$ cat src/sv/xsp_pkg.sv
// ---------------------------------------------------------------------------
// xsp_pkg
// shared types and constants of the scrambled 512-bit xorshift generator
// ---------------------------------------------------------------------------
package xsp_pkg;

    localparam int WORD_W     = 64;
    localparam int WORD_COUNT = 8;
    localparam int IDX_W      = 3;
    localparam int HALF_W     = WORD_W / 2;

    // default depth of the queue between front and back
    localparam int QUEUE_DEPTH = 4;

    localparam logic [WORD_W-1:0] SCRAMBLE_MUL    = 64'd6906969069;
    localparam logic [HALF_W-1:0] SCRAMBLE_MUL_LO = SCRAMBLE_MUL[HALF_W-1:0];
    localparam logic [HALF_W-1:0] SCRAMBLE_MUL_HI = SCRAMBLE_MUL[WORD_W-1:HALF_W];
    localparam logic [WORD_W-1:0] SCRAMBLE_OR     = 64'h0000_0000_4000_0005;
    localparam logic [WORD_W-1:0] ZERO_SEED_SUBST = 64'h0123_4567_89AB_CDEF;

    localparam int SCRAMBLE_ROT = 11;
    localparam int SHIFT_A      = 15;
    localparam int ROT_B        = 27;
    localparam int ROT_C        = 46;

    typedef enum logic [0:0] {
        OP_NEXT = 1'b0,
        OP_LOAD = 1'b1
    } xsp_op_t;

    typedef logic [WORD_W-1:0] xsp_word_t;

    // one word moving between front, queue and back
    typedef struct packed {
        logic      valid;
        xsp_word_t word;
    } xsp_xfer_t;

    function automatic xsp_word_t rotl(input xsp_word_t v, input int k);
        xsp_word_t res;
        res = (v << k) | (v >> (WORD_W - k));
        return res;
    endfunction

endpackage

$ cat src/sv/xsp_queue.sv
// ---------------------------------------------------------------------------
// xsp_queue
// short first-in first-out queue of words between front and back
// ---------------------------------------------------------------------------
module xsp_queue import xsp_pkg::*;
#(
    parameter int Depth = QUEUE_DEPTH
)
(
    input  logic      clk,
    input  logic      rst_n,
    input  xsp_xfer_t push,
    output logic      full,
    output xsp_xfer_t head,
    input  logic      pop
);

    localparam int PtrW = $clog2(Depth);
    localparam int CntW = $clog2(Depth + 1);

    xsp_word_t       mem_reg [Depth];
    logic [PtrW-1:0] wr_ptr_reg;
    logic [PtrW-1:0] wr_ptr_next;
    logic [PtrW-1:0] rd_ptr_reg;
    logic [PtrW-1:0] rd_ptr_next;
    logic [CntW-1:0] count_reg;
    logic [CntW-1:0] count_next;
    logic            do_push;
    logic            do_pop;

    assign full       = (count_reg == CntW'(Depth));
    assign head.valid = (count_reg != '0);
    assign head.word  = mem_reg[rd_ptr_reg];

    assign do_push = push.valid && !full;
    assign do_pop  = pop && head.valid;

    always_comb
    begin
        wr_ptr_next = wr_ptr_reg;
        rd_ptr_next = rd_ptr_reg;
        count_next  = count_reg;
        if (do_push)
        begin
            wr_ptr_next = (wr_ptr_reg == PtrW'(Depth - 1)) ? '0 : wr_ptr_reg + 1'b1;
        end
        if (do_pop)
        begin
            rd_ptr_next = (rd_ptr_reg == PtrW'(Depth - 1)) ? '0 : rd_ptr_reg + 1'b1;
        end
        if (do_push && !do_pop)
        begin
            count_next = count_reg + 1'b1;
        end
        else if (do_pop && !do_push)
        begin
            count_next = count_reg - 1'b1;
        end
    end

    always_ff @(posedge clk or negedge rst_n)
    begin
        if (!rst_n)
        begin
            wr_ptr_reg <= '0;
            rd_ptr_reg <= '0;
            count_reg  <= '0;
        end
        else
        begin
            wr_ptr_reg <= wr_ptr_next;
            rd_ptr_reg <= rd_ptr_next;
            count_reg  <= count_next;
        end
    end

    always_ff @(posedge clk)
    begin
        if (do_push)
        begin
            mem_reg[wr_ptr_reg] <= push.word;
        end
    end

endmodule

$ cat config.mk
export PLATFORM = sky130hd
export DESIGN_NAME = xsp_queue
export DESIGN_NICKNAME = d
export VERILOG_FILES = /design/src/sv/xsp_pkg.sv /design/src/sv/xsp_queue.sv
export SDC_FILE = /design/constraint.sdc
export NUM_CORES = 1
export LEC_CHECK = 0
export BUFFER_PORTS_ARGS = -buffer_cell sky130_fd_sc_hd__buf_2
export CORE_MARGIN = 2
export CORE_UTILIZATION = 55
export CTS_CLUSTER_SIZE = 10
export DETAILED_ROUTE_END_ITERATION = 10
export GPL_TIMING_DRIVEN = 1
export PLACE_DENSITY = 0.88
export SLEW_MARGIN = 10
export SYNTH_ARGS = -nofsm -noshare
export SYNTH_HDL_FRONTEND = slang
export SYNTH_SLANG_ARGS = --single-unit
$ cat constraint.sdc
create_clock -name clk -period 6.1 [get_ports clk]
set_input_delay 0.915 -clock clk [delete_from_list [all_inputs] [get_ports clk]]
set_output_delay 0.915 -clock clk [all_outputs]
set_load 0.05 [all_outputs]
Word-level counts from Yosys, hierarchy flattened
Memory sizes are Yosys's and may differ from the RTL's.
Cells that the tools add are included.
{"block": "totals", "ff_bits": 7, "ram_bits": 256, "in_bits": 68, "word_cells": 26, "mem_count": 1}
{"name": "mem_reg", "words": 4, "word_bits": 64, "read_ports": 1, "rd_clocked_by_memory_dff": 0, "write_ports": 1, "line_no": "xsp_queue.sv:21", "text": "xsp_word_t mem_reg [Depth];"}
{"block": "classes", "n_addsub": 4, "n_eq_ne": 3, "mux": 6, "reduce_logical": 9}
{"op": "3-bit two-way mux", "n": 2}
{"op": "2-bit by 1-bit adder with 2-bit output, second input constant", "n": 2}
{"op": "2-bit == test, second input constant", "n": 2}
{"op": "1-bit logical AND", "n": 4}
{"op": "2-bit two-way mux", "n": 2}
{"op": "3-bit by 1-bit adder with 3-bit output, second input constant", "n": 1}
{"op": "3-bit == test, second input constant", "n": 1}
{"op": "1-bit logical NOT", "n": 3}
{"op": "3-bit nonzero test", "n": 1}
{"op": "3-bit by 1-bit subtractor with 3-bit output, second input constant", "n": 1}
{"op": "1-bit two-way mux", "n": 2}
{"op": "2-bit nonzero test", "n": 1}

Depth between registers and ports, before layout
Gate-level depths: netlist of the first run.
{"block": "logic_depth", "word_depth": 7, "depth_mapped": 9, "mapped_depth_nobuf": 8}

Worst setup path before layout of the first run
No wires, ideal clock.
{"block": "synth_timing", "path_type": "input-to-reg", "startpoint": "in push[64] (netlist bit)", "endpoint": "mem mem_reg[0][0] (netlist bit) (enable)", "arrival_ps": 2696, "slack_ps": 2975, "path_stages": 3, "n_path_buf": 1, "path_cell_list": "nor2b_1 buf_2 and2_1"}
{"block": "synth_between", "elab_chain_cells": 3}
{"element": "start, declared", "line_no": "xsp_queue.sv:12", "text": "input xsp_xfer_t push,"}
{"element": "1-bit logical AND", "line_no": "xsp_queue.sv:35", "text": "assign do_push = push.valid && !full;"}
{"element": "net do_push", "line_no": "xsp_queue.sv:28", "text": "logic do_push;"}
{"element": "1-bit two-way mux", "line_no": "xsp_queue.sv:79", "text": "if (do_push)"}
{"element": "1-bit two-way mux (implied by the code)", "line_no": "xsp_queue.sv:81", "text": "mem_reg[wr_ptr_reg] <= push.word;"}
{"element": "end, declared", "line_no": "xsp_queue.sv:21"}
The timed path passes the listed nets, and every way through them passes these cells.

==> out/summary.txt, run 1 <==
postcts setup bufs = 0
DP Cell Count = 715
Routed WL per cell = 21.2 µm
drt via density = 5.61
final slew viol count = 0
Seq/Total Area, Yosys = 81.3%
Die Area = 18700 µm²
row cnt = 48
grt ovf = 0
syn nets = 446
post-route clock skew = 7.70 ps
Routed Antenna Nets = 0
power per cell area = 570 nW/µm²
First DRT Iteration DRCs = 292
Least-Margin Pin Slew = 1010 ps
share of cells above drive strength 1 = 44.7%
clock insertion delay at the later pin of the skew report = 520 ps
Starting Density = 56.1%
Tightest Hold Check Type = in2async
Mapped Area = 9670 µm²
Final period util = 62.6%
Clock Tree Root = clkbuf_16
Max stage delay on crit path = 980 ps
post-synthesis compound-gate area fraction = 0%
wire length of the first global-routing pass = 25300 µm
minimum clock period = 3820 ps
design area = 11400 µm²
CP max-delay cell = dfrtp_4
area share of xor/xnor cells in the synthesized design = 0.272%
commonest cells after routing, fill and taps aside = edfxtp_1 (256), buf_2 (133), mux4_2 (64), clkbuf_16 (31), clkbuf_1 (23)
initial antenna violation count = 0
depth of the CTS H-tree = 1
final setup fails = 0
Setup crit start kind = flop
area of the core = 17200 µm²
leakage = 0.00390 µW
post-synthesis mux area share = 15.5%
WP data arrival = 2900 ps
Routed WL = 16300 µm
gr usage total = 18.0%
via count = 4323
CTS tree = done
Antenna Cells = 0
post-synthesis simple-gate area fraction = 0.699%
fill count = 1087
required time worst endpoint = 5180 ps
Sink Count = 263
status = finished clean
largest net degree at the start of global routing = 67
reg2reg end = mem_reg[0][63]
GPL Wtd Cong = 0.680
cell breakdown of the critical path = buf_4 > mux4_2 > buf_2
Die H = 137 µm
final hold vios = 0
Top delay family on crit path = flip-flops
final net count = 597
max cap viols = 0
Worst-path clk slew = 50 ps
Cell variety after synth = 19
Critical Path End Type = primary output
clock buffer depth = 3
worst path bufs/invs = 2
drt first pass iters = 7
Post-DP HPWL = 9250 µm
crit path max fanout = 41
Mapped Cells = 371
total CTS buffers = 30
Post-Layout Cell Count = 771
RSZ-0062 raised after global routing = false
synth warn = 0
# DRC = 0
most common cell after layout, fill and taps aside = edfxtp_1
I/O pin count = 134
post-cts gate resize count = 0
vias in the first global route = 4725
Max Clk Rate = 262 MHz
max reg flops = 256
post-synthesis adder-cell area fraction = 0.983%
reg-to-reg setup timing slack = 3690 ps
Worst Reg-to-Reg Cells = 3
syn_area_per_cell = 26.1 µm²
Area Growth Syn to Fin = 17.9%
combinational family with the most area after synthesis = multiplexers
synthesized flop and latch total = 263
Die Width = 137 µm
hold buffer count at cts = 0
worst setup path class = reg2out
max_slew headroom = 32.9%
worst vdd rail ir drop = 0.368 mV
Cell Area, Placed = 10500 µm²
I/O Buffers = 133
worst r2r src = count_reg[2]
Setup TNS = 0 ps
[layout make-up]
cell class              instances  area [µm²]  share of cell area (%)
repair buffers                134         673                    5.90
multi-input cells              90        1700                    14.9
flip-flops and latches        263        7870                    69.0
well taps                     225         282                    2.47
inverters                       3        11.3                  0.0987
clock buffers                  54         862                    7.56
clock inverters                 2        10.0                  0.0878
[where the power goes]
part	internal, µW	leakage [µW]	switching [µW]
Combinational	719	0.00106	1570
Sequential	2400	0.00243	261
Clock	942	0.000417	618
[worst max-delay path by stage]
stage / startpoint / to / slack, ps / depth (start not counted)
floorplan: push[64] / mem_reg[0][0] / 2980 / 3
global placement: rd_ptr_reg[0] / head[2] / 2710 / 3
detailed placement: rd_ptr_reg[0] / head[57] / 2670 / 3
CTS: rd_ptr_reg[0] / head[57] / 2100 / 3
global route: rd_ptr_reg[0] / head[57] / 1990 / 3
finish: rd_ptr_reg[0] / head[57] / 2280 / 3
[kinds of logic (layout without fill, tap and decap cells)]
kind of cell | count (synthesis) | after routing
fa+ha+maj | 7 | 7
simple gates | 11 | 11
mux | 69 | 69
flops | 263 | 263
xor+xnor | 3 | 3
buf+inv | 18 | 193
[cells in the mapped netlist]
cell type / instances / area, µm²
buf_2: 7 / 35.0
edfxtp_1: 256 / 7690
xnor2_1: 1 / 8.76
mux4_2: 64 / 1440
mux2_2: 5 / 56.3
nand2_2: 1 / 6.26
nor2b_1: 1 / 6.26
dfrtp_1: 7 / 175
nor3b_2: 1 / 12.5
and2_1: 4 / 25.0
buf_4: 2 / 15.0
or3_1: 1 / 6.26
fa_1: 1 / 20.0
ha_1: 6 / 75.1
xor2_1: 2 / 17.5
clkbuf_1: 1 / 3.75
buf_6: 5 / 56.3
nor2_1: 3 / 11.3
inv_1: 3 / 11.3
[worst register-to-register path, delay by kind of cell, from the launching register on]
kind | cells | cell delay, ps
and+or+nand+nor | 3 | 1560
DFF | 1 | 400
[layer usage]
layer | GRT usage, % | part of all wire [%] | wire length [µm] | vias up
met1 | 24.5 | 39 | 6320 | 2233
li1 | - | - | - | 1897
met2 | 30.2 | 53 | 8690 | 172
met5 | 0 | 0 | 0 | -
met3 | 3.89 | 7.0 | 1140 | 21
met4 | 4.69 | 1.2 | 194 | 0
[through the flow]
stage          total power (µW)  setup slack (ps)  utilization (%)  hold slack [ps]
6_report                   6500              2280             66.2              228
5_1_grt                    6770              1990             66.2              207
3_3_place_gp               4950              2710             61.1              460
3_5_place_dp               5020              2670             61.1              474
4_1_cts                    6590              2100             66.2              210
2_1_floorplan              4510              2980                -              445
(Power assumes the default switching activity.)
==> run 2: changes to the inputs <==
CORE_UTILIZATION = 51   (was 55)
PLACE_DENSITY = 0.86   (was 0.88)
clock period = 3.29 ns   (was 6.1 ns; I/O delays follow)
==> run 2 against run 1 <==
- worst hold slack worse by 44 ps
- global-route usage down 0.78 points
- count of clock-buffer cells in the layout rose by 1
- final cell count grew 2.3%
- sequential cell count did not move
- total power up 89%
- wire length grew 4.7%
- clock power grew 92%
- critical path depth stayed put
- critical endpoint is now head[27]
==> out/summary.txt, run 2 (same netlist as run 1, synthesis figures left out) <==
min-delay src = push[50]
leakage = 0.00398 µW
share of cells above drive strength 1 = 45.2%
initial antenna violation count = 1
Post-DP HPWL = 10400 µm
max reg flops = 256
Area Growth Syn to Fin = 19.9%
Routed WL = 17100 µm
Die Width = 142 µm
clock insertion delay at the later pin of the skew report = 520 ps
status = finished clean
crit path max fanout = 30
Top Metal Used = met4
area of the multi-input gates = 1700 µm²
Setup crit start kind = flop
minimum clock period = 2810 ps
RSZ-0062 raised after global routing = false
Met2 Wirelength = 8960 µm
worst r2r src = count_reg[2]
Starting Density = 51.9%
Sink Count = 263
row cnt = 50
reg-to-reg setup timing slack = 1010 ps
hold_ws = 185 ps
depth of the CTS H-tree = 1
First DRT Iteration DRCs = 295
CTS tree = done
final setup fails = 0
vias in the first global route = 4859
max cap viols = 0
Clock Tree Root = clkbuf_16
Die Area = 20100 µm²
Hold Path Stages = 1
clock buffer depth = 3
Routed WL per cell = 21.7 µm
final slew viol count = 0
total CTS buffers = 30
largest net degree at the start of global routing = 37
CP max-delay cell = dfrtp_4
Worst Reg-to-Reg Cells = 4
wire length of the first global-routing pass = 26400 µm
drt first pass iters = 4
WL met1 = 6770 µm
required time worst endpoint = 2800 ps
area of the core = 18600 µm²
grt ovf = 0
GPL Wtd Cong = 0.682
Routed Antenna Nets = 0
post-route clock skew = 8.61 ps
drt via density = 5.48
reg2reg end = mem_reg[2][31]
cell breakdown of the critical path = buf_12 > mux4_2 > buf_2
via count = 4320
most common cell after layout, fill and taps aside = edfxtp_1
fill count = 1289
worst vdd rail ir drop = 0.554 mV
power per cell area = 1060 nW/µm²
max_slew headroom = 62.5%
commonest cells after routing, fill and taps aside = edfxtp_1 (256), buf_2 (133), mux4_2 (64), clkbuf_16 (31), clkbuf_1 (23)
hold worst-path end = mem_reg[0][50]
gr usage total = 17.3%
final hold vios = 0
worst setup path class = reg2out
Worst-path clk slew = 50 ps
Tightest Hold Check Type = in2reg
final net count = 604
FF/Latch Area = 7870 µm²
Final period util = 85.5%
Least-Margin Pin Slew = 563 ps
Setup TNS = 0 ps
Max Clk Rate = 355 MHz
# DRC = 0
I/O Buffers = 133
met3 WL post-DR = 1090 µm
Max stage delay on crit path = 690 ps
Die H = 142 µm
Critical Path End Type = primary output
WP data arrival = 2320 ps
I/O pin count = 134
[run 2: cell count changes in the layout (fill, tap and decap cells not counted)]
| cell | previous run | this run |
|---|---|---|
| buf_12 | 0 | 7 |
| buf_4 | 1 | 0 |
| bufinv_16 | 0 | 1 |
| clkbuf_8 | 0 | 1 |
| clkinv_2 | 2 | 0 |
| diode_2 | 0 | 2 |
| dlygate4sd3_1 | 0 | 1 |
[run 2: worst max path at each step]
stage,startpoint,end,slack [ps],cells after the start
floorplan,count_reg[2],mem_reg[1][0],430,4
detailed placement,rd_ptr_reg[0],head[35],980,3
finish,rd_ptr_reg[0],head[27],480,3
global placement,rd_ptr_reg[0],head[41],1000,3
CTS,rd_ptr_reg[0],head[27],400,3
global route,rd_ptr_reg[0],head[51],350,3
[run 2: timing repair]
item / in CTS / in global routing
setup buffers: 0 / 0
resized for setup: 0 / 0
endpoints found under the hold margin: 7 / 0
hold buffers: 1 / 0
[run 2: cell type report]
type / instances / share of cell area, %
Timing Repair Buffer: 141 / 7.03
Tap cell: 234 / 2.52
Multi-Input combinational cell: 90 / 14.6
Inverter: 3 / 0.0971
Antenna cell: 2 / 0.0432
Clock buffer: 55 / 7.55
Clock inverter: 1 / 0.259
Sequential cell: 263 / 67.9
[run 2: layer usage]
layer	up-vias	track usage [%]
li1	1916	-
met1	2242	21.9
met3	29	3.95
met2	133	30.5
met5	-	0
met4	0	4.32
[run 2: critical path: cells and delay by family, from the launching register on]
family                 cells  cell delay (ps)
buffers and inverters      2              540
flip-flops                 1              690
multiplexers               1              560
[run 2: stage by stage]
stage               std cells  worst slack, ps  power (µW)  utilization (%)  area, µm²
finish                    789              475       12300             62.2      11600
global route              787              349       12800             62.2      11600
CTS                       787              404       12500             62.2      11600
detailed placement        730              976        9430             57.3      10700
global placement          730             1000        9310             57.3      10700
floorplan                 371              428        8360                -       9670
[run 2: power breakdown]
group	internal [µW]	switching, µW
logic	1440	3090
clock network	1850	1150
registers	4440	328
==> run 3: changes to the inputs <==
PLACE_DENSITY = 0.75   (was 0.86)
SETUP_SLACK_MARGIN = 0.3   (was not set)
==> run 3 against run 2 <==
- core utilization down 0.36 points
- clock power down 6%
- maximum frequency up 2.7%
- critical endpoint is now head[56]
- largest cell class unchanged
==> out/summary.txt, run 3 (same netlist as run 1, synthesis figures left out) <==
status = finished clean
design area = 11500 µm²
Clock Tree Root = clkbuf_16
commonest cells after routing, fill and taps aside = edfxtp_1 (256), buf_2 (133), mux4_2 (64), clkbuf_16 (31), clkbuf_1 (12)
max reg flops = 256
Starting Density = 51.9%
post-route clock skew = 13.9 ps
via count = 4339
area of the multi-input gates = 1700 µm²
FF/Latch Area = 7870 µm²
final net count = 608
Setup crit start kind = flop
hold_ws = 172 ps
Max stage delay on crit path = 590 ps
Routed WL = 17000 µm
final setup fails = 0
crit path max fanout = 24
postcts setup bufs = 0
Worst-path clk slew = 50 ps
fill count = 1288
cell breakdown of the critical path = buf_4 > mux4_2 > buf_2
largest net degree at the start of global routing = 47
total CTS buffers = 30
final slew viol count = 0
Critical Path End Type = primary output
worst setup path class = reg2out
leakage = 0.00396 µW
drt via density = 5.57
worst vdd rail ir drop = 0.644 mV
I/O pin count = 134
final core utilization = 61.8%
Die H = 142 µm
Sink Count = 263
clock buffer depth = 3
GPL Wtd Cong = 0.686
Routed WL per cell = 21.8 µm
area of the core = 18600 µm²
initial antenna violation count = 2
Max Clk Rate = 365 MHz
Setup TNS = 0 ps
Tightest Hold Check Type = in2reg
clock insertion delay at the later pin of the skew report = 530 ps
# DRC = 0
max cap viols = 0
Area Growth Syn to Fin = 19.2%
grt ovf = 0
Routed Antenna Nets = 0
row cnt = 50
wire length of the first global-routing pass = 26100 µm
First DRT Iteration DRCs = 223
final hold vios = 0
Least-Margin Pin Slew = 603 ps
WP data arrival = 2250 ps
most common cell after layout, fill and taps aside = edfxtp_1
Cell Area, Placed = 10700 µm²
Die Width = 142 µm
max_slew headroom = 59.8%
Final period util = 83.3%
share of cells above drive strength 1 = 46.4%
Die Area = 20100 µm²
drt first pass iters = 5
CTS tree = done
post-cts gate resize count = 0
power per cell area = 1050 nW/µm²
RSZ-0062 raised after global routing = false
required time worst endpoint = 2800 ps
vias in the first global route = 4705
Post-DP HPWL = 10100 µm
CP max-delay cell = mux4_2
Antenna Cells = 0
I/O Buffers = 133
depth of the CTS H-tree = 1
minimum clock period = 2740 ps
gr usage total = 17.3%
run 3: cell count changes in the layout (fill, tap and decap cells not counted):
cell / previous run / this run
buf_12: 7 / 6
buf_4: 0 / 5
bufinv_16: 1 / 0
clkbuf_1: 23 / 12
clkbuf_8: 1 / 0
clkinvlp_4: 0 / 1
dfrtp_2: 0 / 1
dfrtp_4: 2 / 1
diode_2: 2 / 0
run 3: worst paths after layout:
path | startpoint | to | slack [ps] | cells past startpoint
worst max-delay path | rd_ptr_reg[0] | head[56] | 550 | 3
worst min-delay path | push[49] | mem_reg[0][49] | 170 | 1
worst max register to register | count_reg[2] | count_reg[2] | 1030 | 8
worst min register to register | count_reg[2] | count_reg[2] | 490 | 1
max in group asynchronous | rst_n | rd_ptr_reg[0] | 2770 | 2
min in group asynchronous | rst_n | wr_ptr_reg[1] | 330 | 2
run 3: worst max-delay path: cells and delay by family (launching register included):
family | cells | cell delay [ps]
DFF | 1 | 440
buffers and inverters | 2 | 670
muxes | 1 | 590
run 3: area by class of cell:
| class | count | share of cell area (%) |
|---|---|---|
| clock buffer | 43 | 7.12 |
| clock inverter | 1 | 0.0651 |
| inverter | 3 | 0.0977 |
| multi-input combinational | 90 | 14.7 |
| sequential | 263 | 68.2 |
| tap | 234 | 2.54 |
| timing repair buffer | 145 | 7.23 |
run 3: timing repair:
| action | 4_1_cts | 5_1_grt |
|---|---|---|
| setup endpoints to repair | 0 | 0 |
| hold buffers | 1 | 0 |
| hold endpoints to repair | 7 | 0 |
run 3: report_power, final:
part	leakage [µW]	switching (µW)	total, µW	internal, µW
sequential	0.00242	234	4670	4430
clock	0.000396	1120	2810	1690
combinational	0.00114	3200	4640	1440
total	0.00396	4560	12100	7560
run 3: metrics by stage:
stage                     setup WS [ps]  instances  power (µW)
final                               550        779       12100
after global routing                402        779       12600
after CTS                           472        779       12300
after detailed placement            990        734        9420
after global placement             1050        734        9350
after floorplan                     428        371        8360
run 3: layer usage:
layer	GRT usage (%)	part of all wire (%)	vias up
met3	3.68	5.1	35
li1	-	-	1909
met1	21.8	40	2268
met4	4.74	2.2	4
met2	30.7	52	123
met5	0	0.16	-
